===== src/sv/nnsck_pkg.sv =====
// Shared types and constants for the nearest-neighbor scaler with color key.
// No dependencies; imported by every module of the block.
package nnsck_pkg;

    localparam int PIX_IDX_W  = 16;
    localparam int COORD_W    = 12;
    localparam int SRC_DIM_W  = 9;
    localparam int CHAN_W     = 8;
    localparam int PIXEL_W    = 32;
    localparam int PROD_W     = COORD_W + SRC_DIM_W;
    localparam int QUOT_W     = SRC_DIM_W;
    localparam int CNT_W      = $clog2(QUOT_W + 1);
    localparam int CFG_IDX_W  = 3;
    localparam int CFG_DATA_W = 32;
    localparam int S_TDATA_W  = 72;
    localparam int MAX_DIM    = 256;

    localparam logic [23:0] RGB_MASK = 24'hFF_FFFF;

    // request kinds carried on the input tuser
    localparam logic REQ_WRITE = 1'b0;
    localparam logic REQ_READ  = 1'b1;

    // result status carried on the output tuser
    localparam logic ST_OK    = 1'b0;
    localparam logic ST_RANGE = 1'b1;

    // configuration register indexes
    localparam logic [CFG_IDX_W-1:0] REG_SRC_WIDTH  = 3'd0;
    localparam logic [CFG_IDX_W-1:0] REG_SRC_HEIGHT = 3'd1;
    localparam logic [CFG_IDX_W-1:0] REG_DST_WIDTH  = 3'd2;
    localparam logic [CFG_IDX_W-1:0] REG_DST_HEIGHT = 3'd3;
    localparam logic [CFG_IDX_W-1:0] REG_COLOR_KEY  = 3'd4;

    typedef enum logic [2:0] {
        S_IDLE,
        S_MUL,
        S_START,
        S_DIV,
        S_ADDR,
        S_READ,
        S_KEY
    } seq_state_t;

endpackage


===== src/sv/nnsck_div.sv =====
// Radix-2 restoring divider, one quotient bit per cycle.
// Depends on nnsck_pkg; the quotient is known to fit in QUOT_W bits.
module nnsck_div (
    input  logic                           aclk,
    input  logic                           aresetn,
    input  logic                           start,
    input  logic [nnsck_pkg::PROD_W-1:0]   dividend,
    input  logic [nnsck_pkg::COORD_W-1:0]  divisor,
    output logic                           busy,
    output logic [nnsck_pkg::QUOT_W-1:0]   quotient
);
    import nnsck_pkg::*;

    logic [COORD_W-1:0] rem_reg, rem_next;
    logic [QUOT_W-1:0]  num_reg, num_next;
    logic [COORD_W-1:0] div_reg;
    logic [CNT_W-1:0]   cnt_reg, cnt_next;
    logic [COORD_W:0]   trial;
    logic [COORD_W:0]   diff;
    logic               take;

    always_comb begin
        trial    = {rem_reg, num_reg[QUOT_W-1]};
        diff     = trial - {1'b0, div_reg};
        take     = (trial >= {1'b0, div_reg});
        rem_next = take ? diff[COORD_W-1:0] : trial[COORD_W-1:0];
        num_next = {num_reg[QUOT_W-2:0], take};
        cnt_next = cnt_reg - CNT_W'(1);
    end

    always_ff @(posedge aclk) begin
        if (!aresetn) begin
            cnt_reg <= '0;
        end else if (start) begin
            cnt_reg <= CNT_W'(QUOT_W);
        end else if (cnt_reg != '0) begin
            cnt_reg <= cnt_next;
        end
    end

    always_ff @(posedge aclk) begin
        if (start) begin
            // upper dividend bits are already below the divisor
            rem_reg <= dividend[PROD_W-1:QUOT_W];
            num_reg <= dividend[QUOT_W-1:0];
            div_reg <= divisor;
        end else if (cnt_reg != '0) begin
            rem_reg <= rem_next;
            num_reg <= num_next;
        end
    end

    assign busy     = (cnt_reg != '0);
    assign quotient = num_reg;

endmodule


===== config.mk =====
export PLATFORM = sky130hd
export DESIGN_NAME = nnsck_div
export DESIGN_NICKNAME = d
export VERILOG_FILES = /design/src/sv/nnsck_pkg.sv /design/src/sv/nnsck_div.sv
export SDC_FILE = /design/constraint.sdc
export NUM_CORES = 1
export LEC_CHECK = 0
export ABC_AREA = 1
export BUFFER_PORTS_ARGS = -buffer_cell sky130_fd_sc_hd__buf_2
export CAP_MARGIN = 15
export CORE_MARGIN = 5
export CORE_UTILIZATION = 31
export CTS_BUF_LIST = sky130_fd_sc_hd__clkbuf_2
export CTS_CLUSTER_DIAMETER = 80
export DETAILED_ROUTE_END_ITERATION = 6
export PLACE_DENSITY = 0.54
export SYNTH_ARGS = -nofsm -noshare
export SYNTH_HDL_FRONTEND = slang
export SYNTH_SLANG_ARGS = --single-unit

===== constraint.sdc =====
create_clock -name aclk -period 4 [get_ports aclk]
set_input_delay 0.8 -clock aclk [delete_from_list [all_inputs] [get_ports aclk]]
set_output_delay 0.8 -clock aclk [all_outputs]
set_load 0.02 [all_outputs]

==> summary.md, run 1 <==
| Metric | Value |
|---|---|
| Run status | `complete, no violations` |
| Antenna violations before repair | `0` |
| Multi-input combinational cell area | `1222 um2` |
| Post-route clock skew | `28.73 ps` |
| Number of fillers in the final layout | `between 800 and 900` |
| Number of warnings reported in the yosys synthesis log | `0` |
| Insertion delay to the later sink of the worst-skew pair | `between 300 and 400 ps` |
| Worst hold start | `cnt_reg[0]` |
| Net count of the mapped netlist | `368` |
| Largest net degree at the start of global routing | `37` |
| Die height | `between 100 and 150 um` |
| Leading area contributor after synthesis | `edfxtp_1` |
| Setup Fix Bufs, Post-CTS | `0` |
| End point of the most critical hold path | `cnt_reg[0]` |
| Peak clock frequency supported by timing | `0.4201 GHz` |
| Max-Cap Viols | `0` |
| Residual DRC count | `0` |
| Number of synthesized flops with an enable pin | `33` |
| Unrepaired setup endpoints after global routing | `no` |
| Worst Path Required | `3200 ps` |
| Largest vdd supply drop | `0.2495 mV` |
| Area growth from synthesis to final layout | `14.61%` |
| Total routing usage reported by global routing | `11.93%` |
| Most frequently used flop master after synthesis | `edfxtp_1` |
| Clock H-tree levels | `2` |
| Max Buffers Root-to-Sink | `2` |
| Worst slew slack as a fraction of its limit | `roughly two fifths` |
| Post-layout minimum cycle time | `2380 ps` |
| Overflow after GRT | `0` |
| DR WL/cell | `12.04 um` |
| Leakage power | `1.489 nW` |
| Post-placement setup slack | `1397 ps` |
| Area share of the largest cell type after synthesis | `38.82%` |
| Share of synthesized registers carrying an async set or reset | `0%` |
| Final count of pins violating max slew | `0` |
| Final layout net count | `413` |
| Reg-to-Reg Start | `rem_reg[7]` |
| Count of antenna-violating nets left after detailed routing | `0` |
| Top area cells in the synthesized netlist | `edfxtp_1 39%, nand2_1 16%, inv_1 7.4%` |
| Type of the tightest min-delay check | `flip-flop to flip-flop` |
| Combined flip-flop and latch cell area | `about 1100 um2` |
| Final setup violation count | `0` |
| Total standard cell area after synthesis | `2552 um2` |
| Die Outline Area | `10150 um2` |
| Port Buffers | `45` |
| Number of standard cells in the final layout excluding fillers | `around 470` |
| Initial Util | `a little under a third` |
| Setup Total Neg Slack | `0 ps` |
| Wire length after detailed routing | `5636 um` |
| Most common library cell in the layout ignoring fill and taps | `nand2_1` |
| Top fanout value on the critical path | `4` |
| Top Ports | `46` |
| Hold buffer count at cts | `0` |
| TritonCTS clock tree | `built` |
| Number of diodes added for antenna fixing | `0` |
| Global-route wire length before repair | `9832 um` |
| R2R depth | `11` |
| Final hold slack | `475.1 ps` |
| Flops & latches, synth | `37` |
| Period utilisation layout | `around 60%` |
| Detailed router's first-iteration violation count | `between 100 and 150` |
| Synthesized netlist cell count | `317` |
| Mapped Avg Cell Area | `slightly above 8 um2` |
| Placement row count | `33` |
| Worst hold path depth | `2` |
| Sequential cell area fraction in the yosys report | `41.96%` |
| Worst-margin pin slew | `882.4 ps` |
| Crit path capture type | `output pin` |
| Vias post-DR | `about 2100` |
| Root buffer selected by CTS | `clkbuf_2` |
| Via count of the first global-routing pass | `2172` |
| Type of the setup path with the least slack | `flip-flop to output pin` |
| Power per standard cell area | `597.1 nW/um2` |
| Worst setup SP type | `flip-flop` |
| Worst flop-to-flop path endpoint | `rem_reg[11]` |
| Cts bufs inserted | `5` |
| Minimum setup slack among reg-to-reg paths | `1700 ps` |
| Clk sink count | `37` |
| CTS clk-pin slew, worst paths | `190 ps` |
| Crit path DAT | `1580 ps` |
| Area of the placeable core | `8134 um2` |
| Unique masters post-synth | `28` |
| Detailed placement HPWL | `4407 um` |
| Layout cell share with drive strength beyond 1 | `23.97%` |
| Top library cells by usage in the layout, fill and taps aside | `111 x nand2_1, 50 x inv_1, 45 x buf_2` |
| First-pass iteration count of the detailed router | `4` |
| Vias per cell | `4.511` |
| Resized cells post-CTS | `0` |
| Routability Congestion | `between 0.8 and 0.9` |
| PnR worst setup slack | `approximately 1600 ps` |
| Die boundary width | `100.7 um` |
| Number of instances in the placed design | `460` |
| Layout Utilization | `35.96%` |
| Final hold violation count | `0` |
==> layer usage <==
metal,track usage [%],vias to the layer above,share of wire (%)
met5,0,-,0
met4,3.627,0,1.2
met3,2.145,6,3.4
met2,20.10,36,48
met1,15.52,963,47
li1,-,1106,-
==> how the worst max path moves through the flow <==
stage / start / to / depth (start not counted) / slack [ps]
floorplan: quotient[8] / rem_reg[6] / 12 / 1970
global placement: start / quotient[2] / 3 / 1440
detailed placement: start / rem_reg[9] / 3 / 1400
CTS: cnt_reg[0] / busy / 6 / 1570
global route: cnt_reg[0] / busy / 6 / 1340
finish: cnt_reg[0] / busy / 6 / 1620
==> cells by family (layout without fill, tap and decap cells) <==
family | after synthesis | in the layout | share of synthesized area (%)
AO/OA/AOI/OAI | 9 | 9 | 2.304
AND/OR/NAND/NOR | 190 | 190 | 36.23
buffers and inverters | 61 | 107 | 10.15
XOR/XNOR | 5 | 5 | 1.716
adder cells (fa/ha/maj) | 15 | 15 | 7.647
flip-flops | 37 | 37 | 41.96
==> through the flow <==
step | total power (W) | area (um2)
floorplan | 0.001351 | 2552
global placement | 0.001513 | 2856
detailed placement | 0.001525 | 2856
CTS | 0.001769 | 2925
global route | 0.001924 | 2925
finish | 0.001747 | 2925
==> cells in the mapped netlist (5+ instances only) <==
cell	count
nor2_1	11
xnor2_1	5
nand4_1	14
nand2_1	111
nand2_2	16
nand3_1	20
ha_1	14
a21oi_1	7
inv_1	50
edfxtp_1	33
==> area by class of cell <==
| type | count | share of cell area (%) |
|---|---|---|
| Multi-Input combinational cell | 219 | 41.79 |
| Sequential cell | 37 | 36.61 |
| Timing Repair Buffer | 46 | 7.955 |
| Clock inverter | 2 | 1.326 |
| Tap cell | 105 | 4.491 |
| Clock buffer | 6 | 1.027 |
| Inverter | 53 | 6.801 |
==> worst max-delay path, cell delays in order, from the launching register on <==
cell	delay, ps
dfxtp_1	350
inv_1	110
ha_1	150
nand2_1	60
nor2_1	220
inv_1	130
buf_2	180
==> report_power, final <==
group          switching (W)  total, W  internal, W  leakage (nW)
Clock               0.000125  0.000235     0.000110        0.0432
Combinational       0.000587  0.000926     0.000339          1.07
Sequential         0.0000539  0.000585     0.000531         0.371
Note: power is estimated with default switching activity, not from simulation.
==> inputs of run 2 (changes only) <==
==> constraint.sdc (replaced) <==
create_clock -name aclk -period 2.4 [get_ports aclk]
set_input_delay 0.48 -clock aclk [delete_from_list [all_inputs] [get_ports aclk]]
set_output_delay 0.48 -clock aclk [all_outputs]
set_load 0.02 [all_outputs]
==> summary.md, run 2 (synthesized netlist as in run 1, its figures left out) <==
| Metric | Value |
|---|---|
| Cell at the slowest stage of the critical path | `fa_1` |
| Max Buffers Root-to-Sink | `2` |
| Root buffer selected by CTS | `clkbuf_2` |
| Total routing usage reported by global routing | `a little under an eighth` |
| Period utilisation layout | `86.03%` |
| Worst slew slack as a fraction of its limit | `74.62%` |
| Overflow after GRT | `0` |
| Switching part of the total | `45.10%` |
| Top library cells by usage in the layout, fill and taps aside | `111 x nand2_1, 50 x inv_1, 45 x buf_2` |
| Number of standard cells in the final layout excluding fillers | `472` |
| Count of antenna-violating nets left after detailed routing | `0` |
| Setup Fix Bufs, Post-CTS | `0` |
| Final hold slack | `267.7 ps` |
| Number of diodes added for antenna fixing | `0` |
| CTS clk-pin slew, worst paths | `170 ps` |
| Vias post-DR | `2130` |
| Worst Path Required | `2560 ps` |
| Layout cell share with drive strength beyond 1 | `24.52%` |
| Residual DRC count | `0` |
| Switching power of the nets | `0.001261 W` |
| Worst setup SP type | `flip-flop` |
| Area growth from synthesis to final layout | `14.71%` |
| Hold buffer count at cts | `0` |
| P_int | `approximately 0.0015 W` |
| Die height | `approximately 100 um` |
| Initial Util | `31.38%` |
| Routability Congestion | `0.8797` |
| Layout Utilization | `35.99%` |
| Peak clock frequency supported by timing | `~0.48 GHz` |
| Type of the setup path with the least slack | `flip-flop to flip-flop` |
| Final count of pins violating max slew | `0` |
| Top fanout value on the critical path | `4` |
| Final layout net count | `around 420` |
| Type of the tightest min-delay check | `input port to flip-flop` |
| Wire length after detailed routing | `5579 um` |
| Setup Total Neg Slack | `0 ps` |
| Power per standard cell area | `between 900 and 1000 nW/um2` |
| Global-route wire length before repair | `9818 um` |
| TritonCTS clock tree | `built` |
| Largest net degree at the start of global routing | `36` |
| Detailed router's first-iteration violation count | `83` |
| Cts bufs inserted | `5` |
| Port Buffers | `45` |
| Comb power frac | `about 56%` |
| Leakage power | `between 1 and 1.5 nW` |
| Area of the placeable core | `8134 um2` |
| Number of instances in the placed design | `about 470` |
| Post-layout minimum cycle time | `~2100 ps` |
| Final hold violation count | `0` |
| Crit path DAT | `around 2200 ps` |
| Clk sink count | `37` |
| Largest vdd supply drop | `0.2961 mV` |
| Die boundary width | `100.7 um` |
| Ordered cell list for the critical path | `inv_1 > ha_1 > inv_1 > fa_1 > nand3_1 > nand3_1 > nand2_1 > nand3b_1 > nand2_1 > nand2_2 > nand3_1 > nand2_1` |
| First-pass iteration count of the detailed router | `4` |
| Crit path capture type | `flip-flop` |
| Max-Cap Viols | `0` |
| Die Outline Area | `10150 um2` |
| Antenna violations before repair | `0` |
| Clock H-tree levels | `2` |
| DR WL/cell | `approximately 12 um` |
| Post-route clock skew | `a little over 8 ps` |
| Highest cell delay on the worst timing path | `430 ps` |
| Vias per cell | `~4.5` |
| Most common library cell in the layout ignoring fill and taps | `nand2_1` |
| Via count of the first global-routing pass | `2169` |
| Top Ports | `46` |
| Clock share of power | `9.2%` |
| Insertion delay to the later sink of the worst-skew pair | `370 ps` |
| Worst-margin pin slew | `~380 ps` |
| Unrepaired setup endpoints after global routing | `no` |
| Final setup violation count | `0` |
| Detailed placement HPWL | `roughly 4400 um` |
| Relative contribution of sequential cells to total power | `34.7%` |
| Resized cells post-CTS | `0` |
| Total power consumption of the routed design | `0.002796 W` |
| Run status | `complete, no violations` |
| Placement row count | `33` |
-- run 2: changes by cell type in the layout (fill, tap and decap cells not counted) --
cell / change
clkinv_4: -1
bufinv_16: -1
clkinv_1: +1
buf_4: +5
-- run 2: area by class of cell --
type / count / area, um2
fill: 850 / 5206
sequential: 37 / 1071
timing repair buffer: 51 / 270.3
clock inverter: 1 / 3.754
multi-input combinational: 219 / 1222
tap: 105 / 131.4
clock buffer: 6 / 30.03
inverter: 53 / 198.9
-- run 2: power groups by stage --
stage	Combinational (W)	Sequential, W	Clock [W]
finish	0.00157	0.000971	0.000256
detailed placement	0.00157	0.000987	0
global route	0.00180	0.000989	0.000305
floorplan	0.00125	0.000998	0
global placement	0.00157	0.000985	0
CTS	0.00158	0.000972	0.000271
-- run 2: final timing paths --
path                    start    endpoint  slack (ps)  cells after the start
setup / recovery  quotient[8]  rem_reg[6]         340                     12
setup reg to reg  quotient[8]  rem_reg[6]         340                     12
hold reg to reg    cnt_reg[0]  cnt_reg[0]         480                      2
hold / removal     divisor[4]  div_reg[4]         270                      1
-- run 2: metal layers --
layer	share of wire [%]	track usage [%]	vias up
met5	0	0	-
met2	49	20.30	40
met1	46	15.05	968
met4	2.1	4.663	0
li1	-	-	1112
met3	3.0	2.076	10
-- run 2: stage by stage --
step	setup WS, ps	area [um2]
after floorplan	368.9	2552
after global placement	353.4	2894
after detailed placement	334.8	2894
after CTS	317.8	2928
after global routing	72.25	2928
final	335.3	2928
-- run 2: critical path, delay by kind of cell (launching register included) --
family                   cells  cell delay (ps)
adder cells (fa/ha/maj)      2              570
buffers and inverters        2              180
flip-flops                   1              420
AND/OR/NAND/NOR              8              690
==> inputs of run 3 (changes only) <==
--- a/config.mk
+++ b/config.mk
@@ -9,11 +9,11 @@
 export BUFFER_PORTS_ARGS = -buffer_cell sky130_fd_sc_hd__buf_2
 export CAP_MARGIN = 15
 export CORE_MARGIN = 5
-export CORE_UTILIZATION = 31
+export CORE_UTILIZATION = 49
 export CTS_BUF_LIST = sky130_fd_sc_hd__clkbuf_2
 export CTS_CLUSTER_DIAMETER = 80
 export DETAILED_ROUTE_END_ITERATION = 6
-export PLACE_DENSITY = 0.54
+export PLACE_DENSITY = 0.76
 export SYNTH_ARGS = -nofsm -noshare
 export SYNTH_HDL_FRONTEND = slang
 export SYNTH_SLANG_ARGS = --single-unit
==> summary.md, run 3 (synthesized netlist as in run 1, its figures left out) <==
| Metric | Value |
|---|---|
| Run status | `complete, no violations` |
| Number of fillers in the final layout | `497` |
| CTS clk-pin slew, worst paths | `~200 ps` |
| Worst setup SP type | `flip-flop` |
| Die boundary width | `roughly 82 um` |
| Worst slew slack as a fraction of its limit | `74.16%` |
| Peak clock frequency supported by timing | `0.4685 GHz` |
| Top library cells by usage in the layout, fill and taps aside | `111 x nand2_1, 50 x inv_1, 45 x buf_2` |
| Resized cells post-CTS | `0` |
| First-pass iteration count of the detailed router | `6` |
| Multi-input combinational cell area | `around 1200 um2` |
| Leakage power | `1.492 nW` |
| Crit path DAT | `2320 ps` |
| Top Ports | `between 40 and 50` |
| DR WL/cell | `between 10 and 15 um` |
| Max-Cap Viols | `0` |
| Clock H-tree levels | `2` |
| Vias per cell | `4.828` |
| Largest net degree at the start of global routing | `36` |
| Max Buffers Root-to-Sink | `2` |
| Number of diodes added for antenna fixing | `0` |
| Final layout net count | `417` |
| Port Buffers | `45` |
| Final count of pins violating max slew | `0` |
| Placed Instance Area | `between 2000 and 3000 um2` |
| Die Outline Area | `just under 7000 um2` |
| Root buffer selected by CTS | `clkbuf_2` |
| Unrepaired setup endpoints after global routing | `no` |
| Setup Total Neg Slack | `0 ps` |
| Post-route cell area | `2885 um2` |
| Overflow after GRT | `0` |
| Total routing usage reported by global routing | `roughly 18%` |
| Insertion delay to the later sink of the worst-skew pair | `around 400 ps` |
| Final hold violation count | `0` |
| Period utilisation layout | `between 80% and 90%` |
| Hold buffer count at cts | `0` |
| Clk sink count | `37` |
| Antenna violations before repair | `0` |
| Layout cell share with drive strength beyond 1 | `between 20% and 30%` |
| Largest vdd supply drop | `0.4874 mV` |
| Detailed router's first-iteration violation count | `130` |
| Worst-margin pin slew | `387.6 ps` |
| Placement row count | `26` |
| Via count of the first global-routing pass | `2116` |
| Minimum setup slack among reg-to-reg paths | `between 200 and 300 ps` |
| Routability Congestion | `0.8402` |
| Combined flip-flop and latch cell area | `between 1000 and 1500 um2` |
| Type of the setup path with the least slack | `flip-flop to flip-flop` |
| Vias post-DR | `between 2000 and 2500` |
| Most common library cell in the layout ignoring fill and taps | `nand2_1` |
| Area growth from synthesis to final layout | `13.04%` |
| Detailed placement HPWL | `approximately 4200 um` |
| Final hold slack | `235.4 ps` |
| Power per standard cell area | `about 980 nW/um2` |
| Type of the tightest min-delay check | `input port to flip-flop` |
| Cts bufs inserted | `5` |
| Post-route clock skew | `10.57 ps` |
| Die height | `82.18 um` |
| Wire length after detailed routing | `between 5000 and 6000 um` |
| Final setup violation count | `0` |
| Area of the placeable core | `5075 um2` |
| Top fanout value on the critical path | `4` |
| Setup Fix Bufs, Post-CTS | `0` |
| Worst Path Required | `2580 ps` |
| Post-layout minimum cycle time | `2134 ps` |
| Residual DRC count | `0` |
| Count of antenna-violating nets left after detailed routing | `0` |
| Initial Util | `50.30%` |
| TritonCTS clock tree | `built` |
| Crit path capture type | `flip-flop` |
| Global-route wire length before repair | `9177 um` |
run 3: power breakdown:
group	switching, W	leakage, nW	total (W)	internal [W]
clock network	0.000217	0.0287	0.000285	0.0000679
logic	0.000994	1.09	0.00158	0.000583
registers	0.0000917	0.371	0.000976	0.000884
total	0.00130	1.49	0.00284	0.00154
run 3: per-layer routing:
layer / vias to the layer above / wire length [um] / GRT usage, %
met4: 0 / 53 / 5.316
met2: 43 / 2567 / 29.48
met1: 951 / 2523 / 23.62
li1: 1110 / - / -
met3: 6 / 204 / 3.145
met5: - / 0 / 0
run 3: worst max-delay path, cell delays in order, from the launching register on:
cell      delay, ps
edfxtp_1        420
inv_1            90
ha_1            140
inv_1           100
fa_1            450
nand3_1         120
nand3_1         130
nand2_1         120
nand3b_1         90
nand2_1          90
nand2_2          50
nand3_2          60
nand2_1          40
run 3: final timing paths:
path / cells past startpoint / end / from
hold / removal: 1 / div_reg[4] / divisor[4]
hold reg to reg: 2 / cnt_reg[0] / cnt_reg[0]
setup / recovery: 12 / rem_reg[8] / quotient[8]
setup reg to reg: 12 / rem_reg[8] / quotient[8]
run 3: final cells by class:
cell class                      count  area share (%)
Inverter                           53           6.895
Clock buffer                        5          0.8673
Timing Repair Buffer               50           9.107
Multi-Input combinational cell    219           42.37
Clock inverter                      3          0.6071
Sequential cell                    37           37.12
Tap cell                           70           3.036
run 3: through the flow:
stage / power [W] / util (%) / instances / setup WS, ps
6_report: 0.002838 / 56.85 / 437 / 265.6
5_1_grt: 0.003109 / 56.85 / 437 / 63.64
4_1_cts: 0.002841 / 56.85 / 437 / 269.4
3_5_place_dp: 0.002549 / 56.02 / 429 / 296.7
3_3_place_gp: 0.002518 / 56.02 / 429 / 293.2
2_1_floorplan: 0.002252 / - / 317 / 368.9
